### config.mk
export PLATFORM = sky130hd
export DESIGN_NAME = charger_dac_step_regulator_top
export DESIGN_NICKNAME = d
export VERILOG_FILES = /design/src/design/cdsr_pkg.sv /design/src/design/charger_dac_step_regulator_top.sv /design/src/design/cdsr_regulator.sv
export SDC_FILE = /design/constraint.sdc
export NUM_CORES = 1
export LEC_CHECK = 0
export BUFFER_PORTS_ARGS = -buffer_cell sky130_fd_sc_hd__buf_2
export CORE_MARGIN = 3
export CORE_UTILIZATION = 55
export DETAILED_ROUTE_END_ITERATION = 7
export PLACE_DENSITY = 0.74
export SETUP_SLACK_MARGIN = 0.4
export SLEW_MARGIN = 20
export SYNTH_ARGS = -nofsm -noshare
export SYNTH_HDL_FRONTEND = slang
export SYNTH_HIERARCHICAL = 1
export SYNTH_SLANG_ARGS = --single-unit
### constraint.sdc
create_clock -name clk -period 5.9 [get_ports clk]
set_input_delay 1.475 -clock clk [delete_from_list [all_inputs] [get_ports clk]]
set_output_delay 1.475 -clock clk [all_outputs]
set_load 0.01 [all_outputs]
### src/design/cdsr_pkg.sv
// Shared constants, types and DAC step functions for the charger DAC step regulator.
package cdsr_pkg;

    localparam int FINE_ROLL   = 31;
    localparam int SAMPLE_BITS = 10;

    localparam int COARSE_W = 8;
    localparam int FINE_W   = 5;
    localparam int CCNT_W   = 5;
    localparam int VCNT_W   = 4;
    localparam int CFG_W    = 8;
    localparam int CFG_IDX_W = 1;

    localparam int BAND_ABOVE = 2;
    localparam int CURR_HOLD  = 20;
    localparam int VOLT_PASS  = 10;

    // opcodes
    localparam logic [2:0] OP_TICK     = 3'd0;
    localparam logic [2:0] OP_ON       = 3'd1;
    localparam logic [2:0] OP_OFF      = 3'd2;
    localparam logic [2:0] OP_ARM_CURR = 3'd3;
    localparam logic [2:0] OP_ARM_VOLT = 3'd4;

    // configuration register indexes
    localparam logic [CFG_IDX_W-1:0] CFG_COARSE_CEILING = 1'd0;
    localparam logic [CFG_IDX_W-1:0] CFG_COARSE_START   = 1'd1;

    typedef struct packed {
        logic [COARSE_W-1:0] coarse;
        logic [FINE_W-1:0]   fine;
    } dac_t;

    typedef struct packed {
        logic [2:0]             opcode;
        logic [SAMPLE_BITS-1:0] target_level;
        logic [SAMPLE_BITS-1:0] measured_current;
        logic [SAMPLE_BITS-1:0] measured_voltage;
    } item_t;

    typedef struct packed {
        logic [COARSE_W-1:0] coarse_code;
        logic [FINE_W-1:0]   fine_code;
        logic                output_is_on;
        logic                current_armed;
        logic                voltage_armed;
        logic                current_settled_flag;
        logic                voltage_settled_flag;
    } result_t;

    // one step up; frozen at or above the ceiling
    function automatic dac_t dac_up(input dac_t d, input logic [COARSE_W-1:0] ceiling);
        dac_t r;
        r = d;
        if (d.coarse < ceiling) begin
            if (d.fine >= FINE_W'(FINE_ROLL)) begin
                r.fine   = '0;
                r.coarse = d.coarse + COARSE_W'(1);
            end
            else begin
                r.fine = d.fine + FINE_W'(1);
            end
        end
        return r;
    endfunction

    // one step down; frozen at coarse 0 / fine 0
    function automatic dac_t dac_down(input dac_t d);
        dac_t r;
        r = d;
        if (d.fine == '0) begin
            if (d.coarse != '0) begin
                r.fine   = FINE_W'(FINE_ROLL);
                r.coarse = d.coarse - COARSE_W'(1);
            end
        end
        else begin
            r.fine = d.fine - FINE_W'(1);
        end
        return r;
    endfunction

endpackage

### src/design/charger_dac_step_regulator_top.sv
// Top level of the charger DAC step regulator: stream ports and two-entry result buffer.
// Each accepted result is registered into the head entry, or into the skid entry when
// the head is full and not popped; the head drives m_tvalid. Throughput: one transaction
// per cycle while s_tready is high; s_tready is low while the skid entry is full.
// A two-entry result buffer keeps s_tready high while one result waits on m_tready.
// Reset (rst_n low, asynchronous): DAC, modes, targets, counts and flags clear,
//   coarse_ceiling = 63, coarse_start = 0, result buffer empty.
module charger_dac_step_regulator_top (
    input  logic        clk,
    input  logic        rst_n,
    // configuration write port
    input  logic        cfg_we,
    input  logic [cdsr_pkg::CFG_IDX_W-1:0] cfg_index,
    input  logic [cdsr_pkg::CFG_W-1:0]     cfg_data,
    // input stream
    input  logic        s_tvalid,
    output logic        s_tready,
    input  logic [31:0] s_tdata,  // [9:0] target_level, [19:10] measured_current,
                                  // [29:20] measured_voltage, [31:30] zero
    input  logic [2:0]  s_tuser,  // [2:0] opcode
    // result stream
    output logic        m_tvalid,
    input  logic        m_tready,
    output logic [23:0] m_tdata   // [7:0] coarse_code, [12:8] fine_code, [13] output_is_on,
                                  // [14] current_armed, [15] voltage_armed,
                                  // [16] current_settled_flag, [17] voltage_settled_flag,
                                  // [23:18] zero
);
    import cdsr_pkg::*;

    item_t   item;
    result_t result;
    logic    push;
    logic    pop;

    // result buffer: head drives the port, skid catches one extra transaction
    logic    head_valid_reg, head_valid_next;
    result_t head_reg, head_next;
    logic    skid_valid_reg, skid_valid_next;
    result_t skid_reg, skid_next;

    assign item.opcode           = s_tuser;
    assign item.target_level     = s_tdata[9:0];
    assign item.measured_current = s_tdata[19:10];
    assign item.measured_voltage = s_tdata[29:20];

    assign s_tready = !skid_valid_reg;
    assign push     = s_tvalid && s_tready;
    assign pop      = head_valid_reg && m_tready;

    cdsr_regulator u_regulator (
        .clk         (clk),
        .rst_n       (rst_n),
        .cfg_we      (cfg_we),
        .cfg_index   (cfg_index),
        .cfg_data    (cfg_data),
        .item_accept (push),
        .item        (item),
        .result      (result)
    );

    always_comb begin
        head_valid_next = head_valid_reg;
        head_next       = head_reg;
        skid_valid_next = skid_valid_reg;
        skid_next       = skid_reg;
        if (pop) begin
            if (skid_valid_reg) begin
                // no push possible here: s_tready is low while skid is full
                head_next       = skid_reg;
                skid_valid_next = 1'b0;
            end
            else begin
                head_valid_next = push;
                head_next       = result;
            end
        end
        else if (push) begin
            if (!head_valid_reg) begin
                head_valid_next = 1'b1;
                head_next       = result;
            end
            else begin
                skid_valid_next = 1'b1;
                skid_next       = result;
            end
        end
    end

    always_ff @(posedge clk or negedge rst_n) begin
        if (!rst_n) begin
            head_valid_reg <= 1'b0;
            skid_valid_reg <= 1'b0;
        end
        else begin
            head_valid_reg <= head_valid_next;
            skid_valid_reg <= skid_valid_next;
        end
    end

    // payload needs no reset
    always_ff @(posedge clk) begin
        head_reg <= head_next;
        skid_reg <= skid_next;
    end

    assign m_tvalid = head_valid_reg;
    assign m_tdata  = {6'd0,
                       head_reg.voltage_settled_flag,
                       head_reg.current_settled_flag,
                       head_reg.voltage_armed,
                       head_reg.current_armed,
                       head_reg.output_is_on,
                       head_reg.fine_code,
                       head_reg.coarse_code};

    // skid entry is only ever filled behind a full head
    a_skid_behind_head: assert property (@(posedge clk) disable iff (!rst_n)
        skid_valid_reg |-> head_valid_reg)
        else $error("skid entry valid with empty head");

    a_fine_in_range: assert property (@(posedge clk) disable iff (!rst_n)
        m_tvalid |-> (m_tdata[12:8] <= FINE_W'(FINE_ROLL)))
        else $error("fine code beyond roll value");

    // with the output off nothing can step the DAC away from zero
    a_off_dac_zero: assert property (@(posedge clk) disable iff (!rst_n)
        (m_tvalid && !m_tdata[13]) |-> (m_tdata[12:0] == 13'd0))
        else $error("DAC nonzero while output off");

    a_settled_needs_arm: assert property (@(posedge clk) disable iff (!rst_n)
        m_tvalid |-> ((!m_tdata[16] || m_tdata[14]) && (!m_tdata[17] || m_tdata[15])))
        else $error("settled flag set on a disarmed mode");

endmodule

### src/design/cdsr_regulator.sv
// Regulator state, configuration registers and per-item next-state logic.
module cdsr_regulator (
    input  logic                          clk,
    input  logic                          rst_n,
    input  logic                          cfg_we,
    input  logic [cdsr_pkg::CFG_IDX_W-1:0] cfg_index,
    input  logic [cdsr_pkg::CFG_W-1:0]    cfg_data,
    input  logic                          item_accept,
    input  cdsr_pkg::item_t               item,
    output cdsr_pkg::result_t             result
);
    import cdsr_pkg::*;

    logic [COARSE_W-1:0]    ceiling_reg;
    logic [COARSE_W-1:0]    start_reg;

    dac_t                   dac_reg, dac_next;
    logic                   en_reg, en_next;
    logic                   cur_on_reg, cur_on_next;
    logic                   vol_on_reg, vol_on_next;
    logic [SAMPLE_BITS-1:0] cur_tgt_reg, cur_tgt_next;
    logic [SAMPLE_BITS-1:0] vol_tgt_reg, vol_tgt_next;
    logic [CCNT_W-1:0]      cur_cnt_reg, cur_cnt_next;
    logic [VCNT_W-1:0]      vol_cnt_reg, vol_cnt_next;
    logic                   cur_set_reg, cur_set_next;
    logic                   vol_set_reg, vol_set_next;

    logic [VCNT_W-1:0]      vol_cnt_inc;

    always_ff @(posedge clk or negedge rst_n) begin
        if (!rst_n) begin
            ceiling_reg <= COARSE_W'(63);
            start_reg   <= '0;
        end
        else if (cfg_we) begin
            case (cfg_index)
                CFG_COARSE_CEILING: ceiling_reg <= cfg_data;
                CFG_COARSE_START:   start_reg   <= cfg_data;
                default: ;
            endcase
        end
    end

    always_comb begin
        dac_next     = dac_reg;
        en_next      = en_reg;
        cur_on_next  = cur_on_reg;
        vol_on_next  = vol_on_reg;
        cur_tgt_next = cur_tgt_reg;
        vol_tgt_next = vol_tgt_reg;
        cur_cnt_next = cur_cnt_reg;
        vol_cnt_next = vol_cnt_reg;
        cur_set_next = cur_set_reg;
        vol_set_next = vol_set_reg;
        vol_cnt_inc  = vol_cnt_reg + VCNT_W'(1);

        case (item.opcode)
            OP_TICK: begin
                // current loop first
                if (en_reg && cur_on_reg) begin
                    if (item.measured_current < cur_tgt_reg) begin
                        dac_next = dac_up(dac_next, ceiling_reg);
                    end
                    else if ({1'b0, item.measured_current} >
                             ({1'b0, cur_tgt_reg} + (SAMPLE_BITS+1)'(BAND_ABOVE))) begin
                        dac_next = dac_down(dac_next);
                    end
                    else if (cur_cnt_reg < CCNT_W'(CURR_HOLD)) begin
                        cur_cnt_next = cur_cnt_reg + CCNT_W'(1);
                    end
                    else begin
                        cur_set_next = 1'b1;
                    end
                end
                else begin
                    cur_tgt_next = '0;
                    cur_cnt_next = '0;
                    cur_on_next  = 1'b0;
                    cur_set_next = 1'b0;
                end
                // then voltage loop, on the DAC the current loop left
                if (en_reg && vol_on_reg) begin
                    if (item.measured_voltage < vol_tgt_reg) begin
                        dac_next = dac_up(dac_next, ceiling_reg);
                    end
                    else if ({1'b0, item.measured_voltage} >
                             ({1'b0, vol_tgt_reg} + (SAMPLE_BITS+1)'(BAND_ABOVE))) begin
                        dac_next = dac_down(dac_next);
                    end
                    else if (vol_cnt_inc > VCNT_W'(VOLT_PASS)) begin
                        vol_set_next = 1'b1;
                        vol_cnt_next = '0;
                    end
                    else begin
                        vol_cnt_next = vol_cnt_inc;
                    end
                end
                else begin
                    vol_tgt_next = '0;
                    vol_cnt_next = '0;
                    vol_on_next  = 1'b0;
                    vol_set_next = 1'b0;
                end
            end
            OP_ON: begin
                dac_next.coarse = start_reg;
                dac_next.fine   = '0;
                en_next         = 1'b1;
            end
            OP_OFF: begin
                dac_next = '0;
                en_next  = 1'b0;
            end
            OP_ARM_CURR: begin
                cur_tgt_next = item.target_level;
                cur_on_next  = 1'b1;
            end
            OP_ARM_VOLT: begin
                vol_tgt_next = item.target_level;
                vol_on_next  = 1'b1;
            end
            default: ;
        endcase
    end

    always_ff @(posedge clk or negedge rst_n) begin
        if (!rst_n) begin
            dac_reg     <= '0;
            en_reg      <= 1'b0;
            cur_on_reg  <= 1'b0;
            vol_on_reg  <= 1'b0;
            cur_tgt_reg <= '0;
            vol_tgt_reg <= '0;
            cur_cnt_reg <= '0;
            vol_cnt_reg <= '0;
            cur_set_reg <= 1'b0;
            vol_set_reg <= 1'b0;
        end
        else if (item_accept) begin
            dac_reg     <= dac_next;
            en_reg      <= en_next;
            cur_on_reg  <= cur_on_next;
            vol_on_reg  <= vol_on_next;
            cur_tgt_reg <= cur_tgt_next;
            vol_tgt_reg <= vol_tgt_next;
            cur_cnt_reg <= cur_cnt_next;
            vol_cnt_reg <= vol_cnt_next;
            cur_set_reg <= cur_set_next;
            vol_set_reg <= vol_set_next;
        end
    end

    assign result.coarse_code          = dac_next.coarse;
    assign result.fine_code            = dac_next.fine;
    assign result.output_is_on         = en_next;
    assign result.current_armed        = cur_on_next;
    assign result.voltage_armed        = vol_on_next;
    assign result.current_settled_flag = cur_set_next;
    assign result.voltage_settled_flag = vol_set_next;

endmodule
==> qor.csv, run 1 <==
stage,metric,value,unit
routing,vias_per_cell,6.43,
worst_setup_path,cp.depth,24,
flow_run,cap_violations,0,
routing,wl_per_cell,20.0,µm
worst_setup_path,critPathMaxStageDelay,0.40,ns
global_routing,grt_pass1_wl,37.6,mm
yosys,synth_edf_count,36,
worst_setup_path,critPathCaptureType,flip-flop,
yosys,synth_top_flop_cell,dfrtp_1,
timing,maxSlewHeadroom,0.476,
worst_setup_path,reg2reg_from,u_regulator/cur_tgt_reg[1],
yosys,syn_inst,867,
cells_and_area,final_util,0.737,
floorplan,dieArea,0.0157,mm²
status,violations,negative setup slack,
timing,grt_setup_unrepaired,yes,
floorplan,initial_core_util,0.563,
timing,finalCritPeriodShare,1.06,
worst_setup_path,cp.required,6.01,ns
yosys,synth_fa_ha_area_frac,0.105,
worst_setup_path,worst-path-buf-inv,5,
clock_tree,path_clk_slew,0.07,ns
timing,fin_ws,-0.379,ns
global_routing,grt_max_degree,47,
worst_setup_path,reg2regPathDepth,26,
clock_tree,htreeDepth,3,
yosys,yosysSeqAreaShare,0.346,
cells_and_area,nNetsFinal,1143,
routing,drt_first_iter_violations,978,
place,routabilityCongestion,0.987,
clock_tree,clk_latency,0.36,ns
cells_and_area,area_delta_synth_final,31.0,%
floorplan,coreArea,0.0139,mm²
timing,tns,-5.47,ns
routing,vias,7804,
yosys,synth_cell_types,83,
clock_tree,cts_tree,done,
routing,ant_nets,0,
worst_setup_path,cp.arrival,6.39,ns
floorplan,die_y,125,µm
pwr,power_leakage,4.37,nW
routing,wl,24.2,mm
place,dp_slack,-0.729,ns
routing,drc,0,
yosys,synth_top_family_by_area,compound AO/OA/AOI/OAI gates,
global_routing,grt_pass1_vias,7342,
clock_tree,clockBufferDepth,2,
yosys,ys_warn_count,6,
worst_setup_path,r2r_end,m_tdata[5],
worst_hold_path,hold_class,flip-flop to flip-flop,
global_routing,overflow,0,
timing,fin_skew,0.0113,ns
clock_tree,cts_hold_buf,0,
worst_setup_path,cpLargestDelayFamily,compound AO/OA/AOI/OAI gates,
clock_tree,cts_buffers,9,
worst_setup_path,rrSetupSlack,-0.12,ns
place,io_buffers,66,
timing,finalWorstPathRequiredPeriod,6.28,ns
yosys,synth_compound_area_frac,0.213,
yosys,avgSynthCellArea,9.04,µm²
yosys,synth_area,0.00784,mm²
clock_tree,cts.sinks,101,
worst_hold_path,hold_end,u_regulator/cur_tgt_reg[0],
floorplan,io_pins,75,
timing,finalHoldViolations,0,
cells_and_area,nFillCells,1004,
yosys,synth-async-reset-ratio,0.644,
timing,fmax,0.159,GHz
yosys,synth-simple-area-share,0.199,
cells_and_area,drive_gt1_frac,0.348,
worst_setup_path,start_kind,primary input,
global_routing,grtUsageTotal,0.293,
status,outcome,"complete, but fails checks",
timing,finalSetupViolCount,32,
worst_setup_path,crit_path_max_fanout,4,
worst_setup_path,crit_slowest_cell,a2111oi_4,
timing,drv_slew,0,
pwr,ir_worst_vdd,0.000347,V
global_routing,antenna_found_initial,0,
timing,worst_pin_slew,0.784,ns
worst_setup_path,critPathKind,primary input to flip-flop,
pwr,powerDensity,579,mW/mm²
pwr,total_power,0.00595,W
floorplan,std_cell_rows,43,
yosys,ys_ff_latch,101,
place,dp_hpwl,17.1,mm
yosys,synthMuxAreaShare,0.0547,
worst_hold_path,hp-start,u_regulator/cur_tgt_reg[0],
routing,dr.pass1.iters,5,
worst_setup_path,crit_start,s_tdata[14],
clock_tree,cts-root-buf,clkbuf_16,
worst_hold_path,holdPathStages,2,
yosys,synthXorXnorAreaFrac,0.0235,
worst_setup_path,crit_chain,"buf_2, ha_1, nand4_1, buf_4, a21oi_4, o31a_1, o21ai_2, buf_6, nor3_1, a2111oi_4, inv_2, ha_4, a21o_1, a21o_1, a2111oi_4, nor3b_2, nor3b_2, or3_4, or2_4, mux2i_1, nor4b_2, buf_4, a21oi_4, mux2_4",
cells_and_area,num_antenna_cells,0,
floorplan,die_x,125,µm
==> layer usage <==
metal	part of all wire	wire (µm)	vias up	global-route usage
met4	0.030	719	0	0.104
met5	0	0	-	0
met2	0.46	11200	439	0.462
met3	0.086	2070	84	0.0466
met1	0.42	10200	3710	0.412
li1	-	-	3571	-
==> metrics by stage <==
step / instances / instance area, µm² / hold slack, ns
6_report: 1213 / 10300 / 0.492
2_1_floorplan: 872 / 8030 / 0.443
3_3_place_gp: 1173 / 9130 / 0.478
5_1_grt: 1213 / 10300 / 0.527
3_5_place_dp: 1173 / 9130 / 0.475
4_1_cts: 1202 / 9880 / 0.492
==> Yosys cell counts, drive strengths merged, types with 9 or more instances <==
master / n / area share
nor2: 63 / 0.030
and3: 12 / 0.0096
mux2: 33 / 0.052
a21oi: 42 / 0.028
buf: 17 / 0.015
dfrtp: 59 / 0.19
nand2: 75 / 0.036
o211ai: 9 / 0.0093
nand4: 18 / 0.014
ha: 66 / 0.11
inv: 59 / 0.028
o21ai: 52 / 0.033
nor4: 13 / 0.012
nand2b: 9 / 0.0072
a21o: 11 / 0.011
edfxtp: 36 / 0.14
a22o: 14 / 0.016
nor3: 24 / 0.015
nand3: 42 / 0.028
xnor2: 17 / 0.019
clkbuf: 30 / 0.014
nor2b: 10 / 0.0080
a31oi: 15 / 0.012
==> cell type report <==
type	instances	area [µm²]	share of cell area
tap	180	225	0.0219
clock inverter	6	65.1	0.00633
timing repair buffer	192	1370	0.134
inverter	59	221	0.0216
clock buffer	10	239	0.0233
sequential	101	2720	0.264
multi-input combinational	665	5440	0.529
==> layout by cell type, fill, tap and decap left out, types with 6 or more instances in the layout <==
cell	n
buf_4	112
nand2_1	73
buf_2	63
dfrtp_1	59
inv_1	57
nor2_1	57
ha_1	55
o21ai_0	42
nand3_1	40
edfxtp_1	36
a21oi_1	27
mux2_2	22
nor3_1	21
nand4_1	18
xnor2_1	16
a22o_1	14
buf_6	13
a31oi_1	13
mux2_4	11
a21o_1	11
a21oi_2	10
and3_1	10
nand2b_1	9
clkbuf_16	9
ha_4	9
nor2b_1	8
o211ai_1	8
o21ai_1	7
a211o_1	7
nor4_1	7
conb_1	6
o21a_1	6
dfstp_2	6
==> logic make-up (layout without fill, tap and decap cells) <==
group                    count (synthesis)  after routing
AND/OR/NAND/NOR                        302            302
adder cells (fa/ha/maj)                 66             66
multiplexers                            35             35
buffers and inverters                  106            267
AO/OA/AOI/OAI                          235            235
XOR/XNOR                                21             21
other                                    1              6
flip-flops                             101            101
==> worst max path at each step <==
stage | endpoint | slack [ns]
after floorplan | m_tdata[6] | -0.21
after global placement | m_tdata[6] | -0.63
after detailed placement | m_tdata[6] | -0.73
after CTS | m_tdata[6] | -0.25
after global routing | m_tdata[5] | -0.52
final | m_tdata[5] | -0.38
==> worst reg2reg max path, stage by stage (launching register included) <==
cell	delay (ns)
dfrtp_1	0.42
ha_1	0.23
nand3_1	0.11
xnor2_1	0.27
ha_4	0.26
nand4_1	0.18
buf_4	0.16
a21oi_4	0.03
o31a_1	0.35
o21ai_2	0.23
buf_6	0.14
nor3_1	0.07
a2111oi_4	0.40
inv_2	0.11
ha_4	0.17
a21o_1	0.16
a21o_1	0.22
a2111oi_4	0.38
nor3b_2	0.30
nor3b_2	0.09
or3_4	0.34
or2_4	0.26
mux2i_1	0.14
nor4b_2	0.25
buf_4	0.19
a21oi_4	0.05
mux2_4	0.27
==> repair_timing <==
| action | in CTS | in global routing |
|---|---|---|
| gates resized for setup | 61 | 53 |
| setup endpoints to repair | 38 | 39 |
| buffers inserted | 13 | 11 |
| pin swaps | 31 | 54 |
==> power by group <==
| part | switching (W) | internal [W] |
|---|---|---|
| Combinational | 0.00230 | 0.00188 |
| Sequential | 0.000172 | 0.000988 |
| Clock | 0.000296 | 0.000311 |
| Total | 0.00277 | 0.00318 |
(Power assumes the default switching activity.)
==> run 2: changes to the inputs <==
ABC_AREA = 1   (was unset)
HOLD_SLACK_MARGIN = 0.1   (was unset)
PLACE_DENSITY = 0.73   (was 0.74)
==> qor.csv, run 2 <==
stage,metric,value,unit
status,outcome,"complete, no violations",
routing,vias,8081,
clock_tree,cts_hold_buf,0,
worst_setup_path,cp.arrival,5.26,ns
timing,fmax,0.199,GHz
yosys,synth_top_area_cell,nand2_1,
timing,finalHoldViolations,0,
yosys,synth_common_cells,"nand2_1, inv_1, nand3_1, ha_1, o21ai_0",
cells_and_area,area_delta_synth_final,7.45,%
timing,fin_skew,0.00461,ns
yosys,synth_edf_count,36,
timing,worst_pin_slew,0.856,ns
worst_setup_path,critPathMostFrequentCell,nand2_1,
routing,dr.pass1.iters,5,
global_routing,grt_pass1_wl,36.1,mm
yosys,syn_inst,1234,
routing,drc,0,
cells_and_area,final_cell_count_no_fill,1491,
clock_tree,htreeDepth,3,
floorplan,initial_core_util,0.568,
pwr,ir_worst_vdd,0.000270,V
clock_tree,cts_buffers,9,
cells_and_area,num_antenna_cells,0,
timing,finalWorstPathRequiredPeriod,5.03,ns
pwr,powerDensity,522,mW/mm²
pwr,power_leakage,4.78,nW
clock_tree,clk_latency,0.35,ns
pwr,total_power,0.00490,W
flow_run,cap_violations,0,
cells_and_area,drive_gt1_frac,0.134,
floorplan,die_y,132,µm
yosys,synth-async-reset-ratio,0.644,
place,io_buffers,66,
floorplan,std_cell_rows,45,
timing,finalCritPeriodShare,0.853,
clock_tree,cts-root-buf,clkbuf_16,
floorplan,coreArea,0.0154,mm²
cells_and_area,design_area,0.00938,mm²
worst_setup_path,critPathMaxStageDelay,0.44,ns
clock_tree,cts_tree,done,
clock_tree,cts.sinks,101,
place,place_area,0.00908,mm²
yosys,yosysSeqAreaShare,0.311,
worst_setup_path,critPathKind,primary input to flip-flop,
routing,ant_nets,0,
cells_and_area,mostFrequentLayoutCells,"nand2_1, inv_1, nand3_1, buf_2, ha_1",
yosys,synth_top_area_frac,0.176,
clock_tree,post_cts_resized,0,
cells_and_area,nNetsFinal,1390,
worst_setup_path,critPathCaptureType,flip-flop,
routing,wl,21.9,mm
worst_hold_path,hold_class,flip-flop to flip-flop,
global_routing,grt_pass1_vias,7229,
timing,finalSetupViolCount,0,
yosys,ys_warn_count,6,
clock_tree,clockBufferDepth,2,
timing,drv_slew,0,
timing,maxSlewHeadroom,0.427,
worst_setup_path,crit_path_max_fanout,14,
yosys,synth_top_flop_cell,dfrtp_1,
yosys,yosys.cell_count.top_type,nand2_1,
routing,wl_per_cell,14.7,µm
floorplan,dieArea,0.0174,mm²
worst_setup_path,start_kind,primary input,
yosys,synth.area.top_cells,"nand2_1, dfrtp_1, edfxtp_1",
cells_and_area,nFillCells,1457,
cells_and_area,final_util,0.611,
global_routing,overflow,0,
yosys,synth_cell_types,50,
yosys,ys_ff_latch,101,
worst_setup_path,crit_slowest_cell,a21boi_0,
clock_tree,path_clk_slew,0.07,ns
place,routabilityCongestion,0.949,
global_routing,antenna_found_initial,0,
yosys,avgSynthCellArea,7.08,µm²
cells_and_area,seq_area,0.00272,mm²
timing,grt_setup_unrepaired,no,
yosys,synth_area,0.00873,mm²
routing,vias_per_cell,5.42,
routing,drt_first_iter_violations,847,
worst_setup_path,cpLargestDelayFamily,simple AND/OR/NAND/NOR gates,
floorplan,die_x,132,µm
worst_setup_path,worst-path-buf-inv,3,
global_routing,grtUsageTotal,0.251,
cells_and_area,final_common_cell,nand2_1,
place,dp_cells,1475,
clock_tree,post-cts-setup-buffer-count,0,
place,dp_hpwl,16.8,mm
timing,tns,0,ns
cells_and_area,multiInputGateArea,0.00511,mm²
global_routing,grt_max_degree,66,
floorplan,io_pins,75,
worst_setup_path,cp.required,6.13,ns
run 2: metrics by stage:
stage / setup WS, ns / hold WS, ns
final: 0.868 / 0.489
after global routing: 0.476 / 0.524
after CTS: 1.00 / 0.489
after detailed placement: 0.658 / 0.470
after global placement: 0.639 / 0.464
after floorplan: 1.15 / 0.450
run 2: path summary, 6_finish.rpt:
kind / start / end / slack [ns] / cells after the start
setup reg to reg: u_regulator/cur_tgt_reg[1] / m_tdata[1] / 1.03 / 29
max in group asynchronous: rst_n / u_regulator/dac_reg[7] / 4.03 / 2
setup / recovery: s_tdata[16] / m_tdata[1] / 0.87 / 27
hold reg to reg: u_regulator/vol_set_reg / u_regulator/vol_set_reg / 0.49 / 2
min in group asynchronous: rst_n / u_regulator/cur_tgt_reg[6] / 1.29 / 2
hold / removal: u_regulator/vol_set_reg / u_regulator/vol_set_reg / 0.49 / 2
run 2: area by class of cell:
cell class | count | area share
multi-input combinational | 933 | 0.544
timing repair buffer | 76 | 0.0432
clock inverter | 7 | 0.00880
clock buffer | 9 | 0.0240
tap | 211 | 0.0281
sequential | 101 | 0.289
inverter | 154 | 0.0621
run 2: worst min-delay path: stages, from the launching register on:
cell and delay, ns:
dfrtp_1 0.35, nand2_1 0.06, nand2_1 0.05
run 2: layer usage:
| layer | vias to the layer above | track usage | wire, µm | share of wire |
|---|---|---|---|---|
| met5 | - | 0 | 0 | 0 |
| li1 | 4099 | - | - | - |
| met4 | 0 | 0.0642 | 388 | 0.018 |
| met3 | 27 | 0.0550 | 1620 | 0.074 |
| met1 | 3705 | 0.364 | 10300 | 0.47 |
| met2 | 250 | 0.382 | 9580 | 0.44 |
run 2: logic make-up (layout without fill, tap and decap cells):
group / Yosys count / after routing / synth area share
buf+inv: 205 / 246 / 0.106
simple gates: 673 / 673 / 0.354
mux: 1 / 1 / 0.00115
other cells: 1 / 6 / 0.000429
flops: 101 / 101 / 0.311
xor+xnor: 24 / 24 / 0.0241
fa+ha+maj: 66 / 66 / 0.0946
compound gates: 163 / 163 / 0.109
run 2: power breakdown:
group / total [W] / switching [W] / internal (W)
combinational: 0.00304 / 0.00201 / 0.00103
sequential: 0.00124 / 0.000252 / 0.000991
clock: 0.000611 / 0.000276 / 0.000336
==> run 3: changes to the inputs <==
BUFFER_PORTS_ARGS = -buffer_cell sky130_fd_sc_hd__clkbuf_2   (was -buffer_cell sky130_fd_sc_hd__buf_2)
==> qor.csv, run 3 (synthesis results as in run 2) <==
stage,metric,value,unit
worst_setup_path,reg2reg_from,u_regulator/cur_tgt_reg[1],
worst_setup_path,reg2regPathDepth,29,
clock_tree,post_cts_resized,0,
timing,worst_pin_slew,0.876,ns
routing,dr.pass1.iters,5,
routing,drt_first_iter_violations,655,
timing,finalCritPeriodShare,0.846,
cells_and_area,nNetsFinal,1390,
global_routing,grt_max_degree,66,
timing,finalWorstPathRequiredPeriod,4.99,ns
clock_tree,cts-root-buf,clkbuf_16,
worst_setup_path,rrSetupSlack,1.05,ns
worst_setup_path,cp.arrival,5.21,ns
cells_and_area,num_antenna_cells,0,
worst_hold_path,holdPathStages,2,
worst_setup_path,critPathKind,primary input to flip-flop,
pwr,power_leakage,4.78,nW
worst_setup_path,r2r_end,m_tdata[1],
routing,vias,8027,
timing,drv_slew,0,
timing,grt_setup_unrepaired,no,
clock_tree,clockBufferDepth,2,
clock_tree,cts_buffers,9,
global_routing,grt_pass1_wl,36.2,mm
global_routing,overflow,0,
worst_hold_path,hold_end,u_regulator/vol_set_reg,
cells_and_area,final_common_cell,nand2_1,
timing,tns,0,ns
clock_tree,clk_latency,0.36,ns
routing,drc,0,
floorplan,io_pins,75,
worst_setup_path,critPathCaptureType,flip-flop,
routing,ant_nets,0,
routing,wl_per_cell,14.7,µm
clock_tree,htreeDepth,3,
worst_setup_path,start_kind,primary input,
clock_tree,cts.sinks,101,
clock_tree,cts_hold_buf,0,
cells_and_area,final_util,0.610,
cells_and_area,drive_gt1_frac,0.134,
place,dp_hpwl,16.6,mm
timing,fmax,0.200,GHz
clock_tree,cts_tree,done,
floorplan,die_x,132,µm
timing,fin_skew,0.0111,ns
clock_tree,post-cts-setup-buffer-count,0,
global_routing,grtUsageTotal,0.253,
timing,finalSetupViolCount,0,
timing,maxSlewHeadroom,0.416,
timing,finalHoldViolations,0,
floorplan,initial_core_util,0.568,
timing,fin_ws,0.910,ns
floorplan,die_y,132,µm
clock_tree,path_clk_slew,0.07,ns
cells_and_area,area_delta_synth_final,7.28,%
routing,vias_per_cell,5.38,
worst_hold_path,hold_class,flip-flop to flip-flop,
worst_setup_path,crit_path_max_fanout,14,
place,dp_slack,0.609,ns
flow_run,cap_violations,0,
place,routabilityCongestion,0.946,
cells_and_area,mostFrequentLayoutCells,"nand2_1, inv_1, nand3_1, ha_1, clkbuf_2",
pwr,powerDensity,522,mW/mm²
floorplan,dieArea,0.0174,mm²
global_routing,antenna_found_initial,0,
worst_hold_path,hp-start,u_regulator/vol_set_reg,
floorplan,coreArea,0.0154,mm²
pwr,ir_worst_vdd,0.000243,V
routing,wl,21.9,mm
floorplan,std_cell_rows,45,
worst_setup_path,cp.required,6.12,ns
global_routing,grt_pass1_vias,7150,
status,outcome,"complete, no violations",
place,io_buffers,66,
run 3: cell count changes in the layout (fill, tap and decap cells not counted):
cell / delta
buf_2: -65
bufinv_16: -1
clkbuf_2: +65
clkbuf_8: +1
clkinv_2: -1
clkinv_4: +1
inv_6: +1
inv_8: -1
run 3: critical path: stages:
cell and delay [ns]:
clkbuf_2 0.09, ha_1 0.29, nand2_1 0.07, nor2_1 0.24
nand2_1 0.09, nand2_1 0.06, nand2_1 0.08, nand2_4 0.13
nand2_4 0.13, inv_2 0.17, nand3_1 0.10, nand2_1 0.06
nand3_1 0.07, nand2_2 0.20, ha_1 0.29, nand2_1 0.09
nor2_1 0.05, a211oi_1 0.23, buf_4 0.20, nand3_1 0.07
nand2_1 0.11, nand2_1 0.08, nand2_1 0.06, nand3_1 0.10
a21boi_0 0.44, nand2_1 0.12, nand2_1 0.09
run 3: where the power goes:
group          total, W  leakage (nW)  internal (W)  switching [W]
combinational   0.00305          3.47       0.00103        0.00202
clock          0.000589         0.141      0.000305       0.000285
sequential      0.00125          1.17      0.000991       0.000254
run 3: worst max-delay path by stage:
stage	start	to	slack (ns)
floorplan	s_tdata[16]	m_tdata[3]	1.15
global placement	s_tdata[16]	m_tdata[6]	0.68
detailed placement	s_tdata[16]	m_tdata[6]	0.61
CTS	s_tdata[16]	m_tdata[6]	0.96
global route	s_tdata[16]	m_tdata[1]	0.46
finish	s_tdata[16]	m_tdata[1]	0.91
run 3: per-layer routing:
| layer | vias up | wire, µm | global-route usage |
|---|---|---|---|
| met4 | 0 | 385 | 0.0694 |
| li1 | 4108 | - | - |
| met1 | 3645 | 10500 | 0.377 |
| met3 | 26 | 1670 | 0.0492 |
| met5 | - | 0 | 0 |
| met2 | 248 | 9370 | 0.375 |
run 3: final cells by class:
cell class                      count  area [µm²]
Inverter                          154         583
Fill cell                        1460        6000
Clock inverter                      6        53.8
Tap cell                          211         264
Sequential cell                   101        2720
Timing Repair Buffer               76         405
Multi-Input combinational cell    933        5110
Clock buffer                       10         239
run 3: metrics by stage:
stage	power, W	hold slack [ns]	cell area [µm²]	std cells
floorplan	0.00365	0.450	8750	1239
global placement	0.00419	0.464	9080	1475
detailed placement	0.00424	0.471	9080	1475
CTS	0.00484	0.489	9370	1491
global route	0.00537	0.522	9370	1491
finish	0.00489	0.491	9370	1491
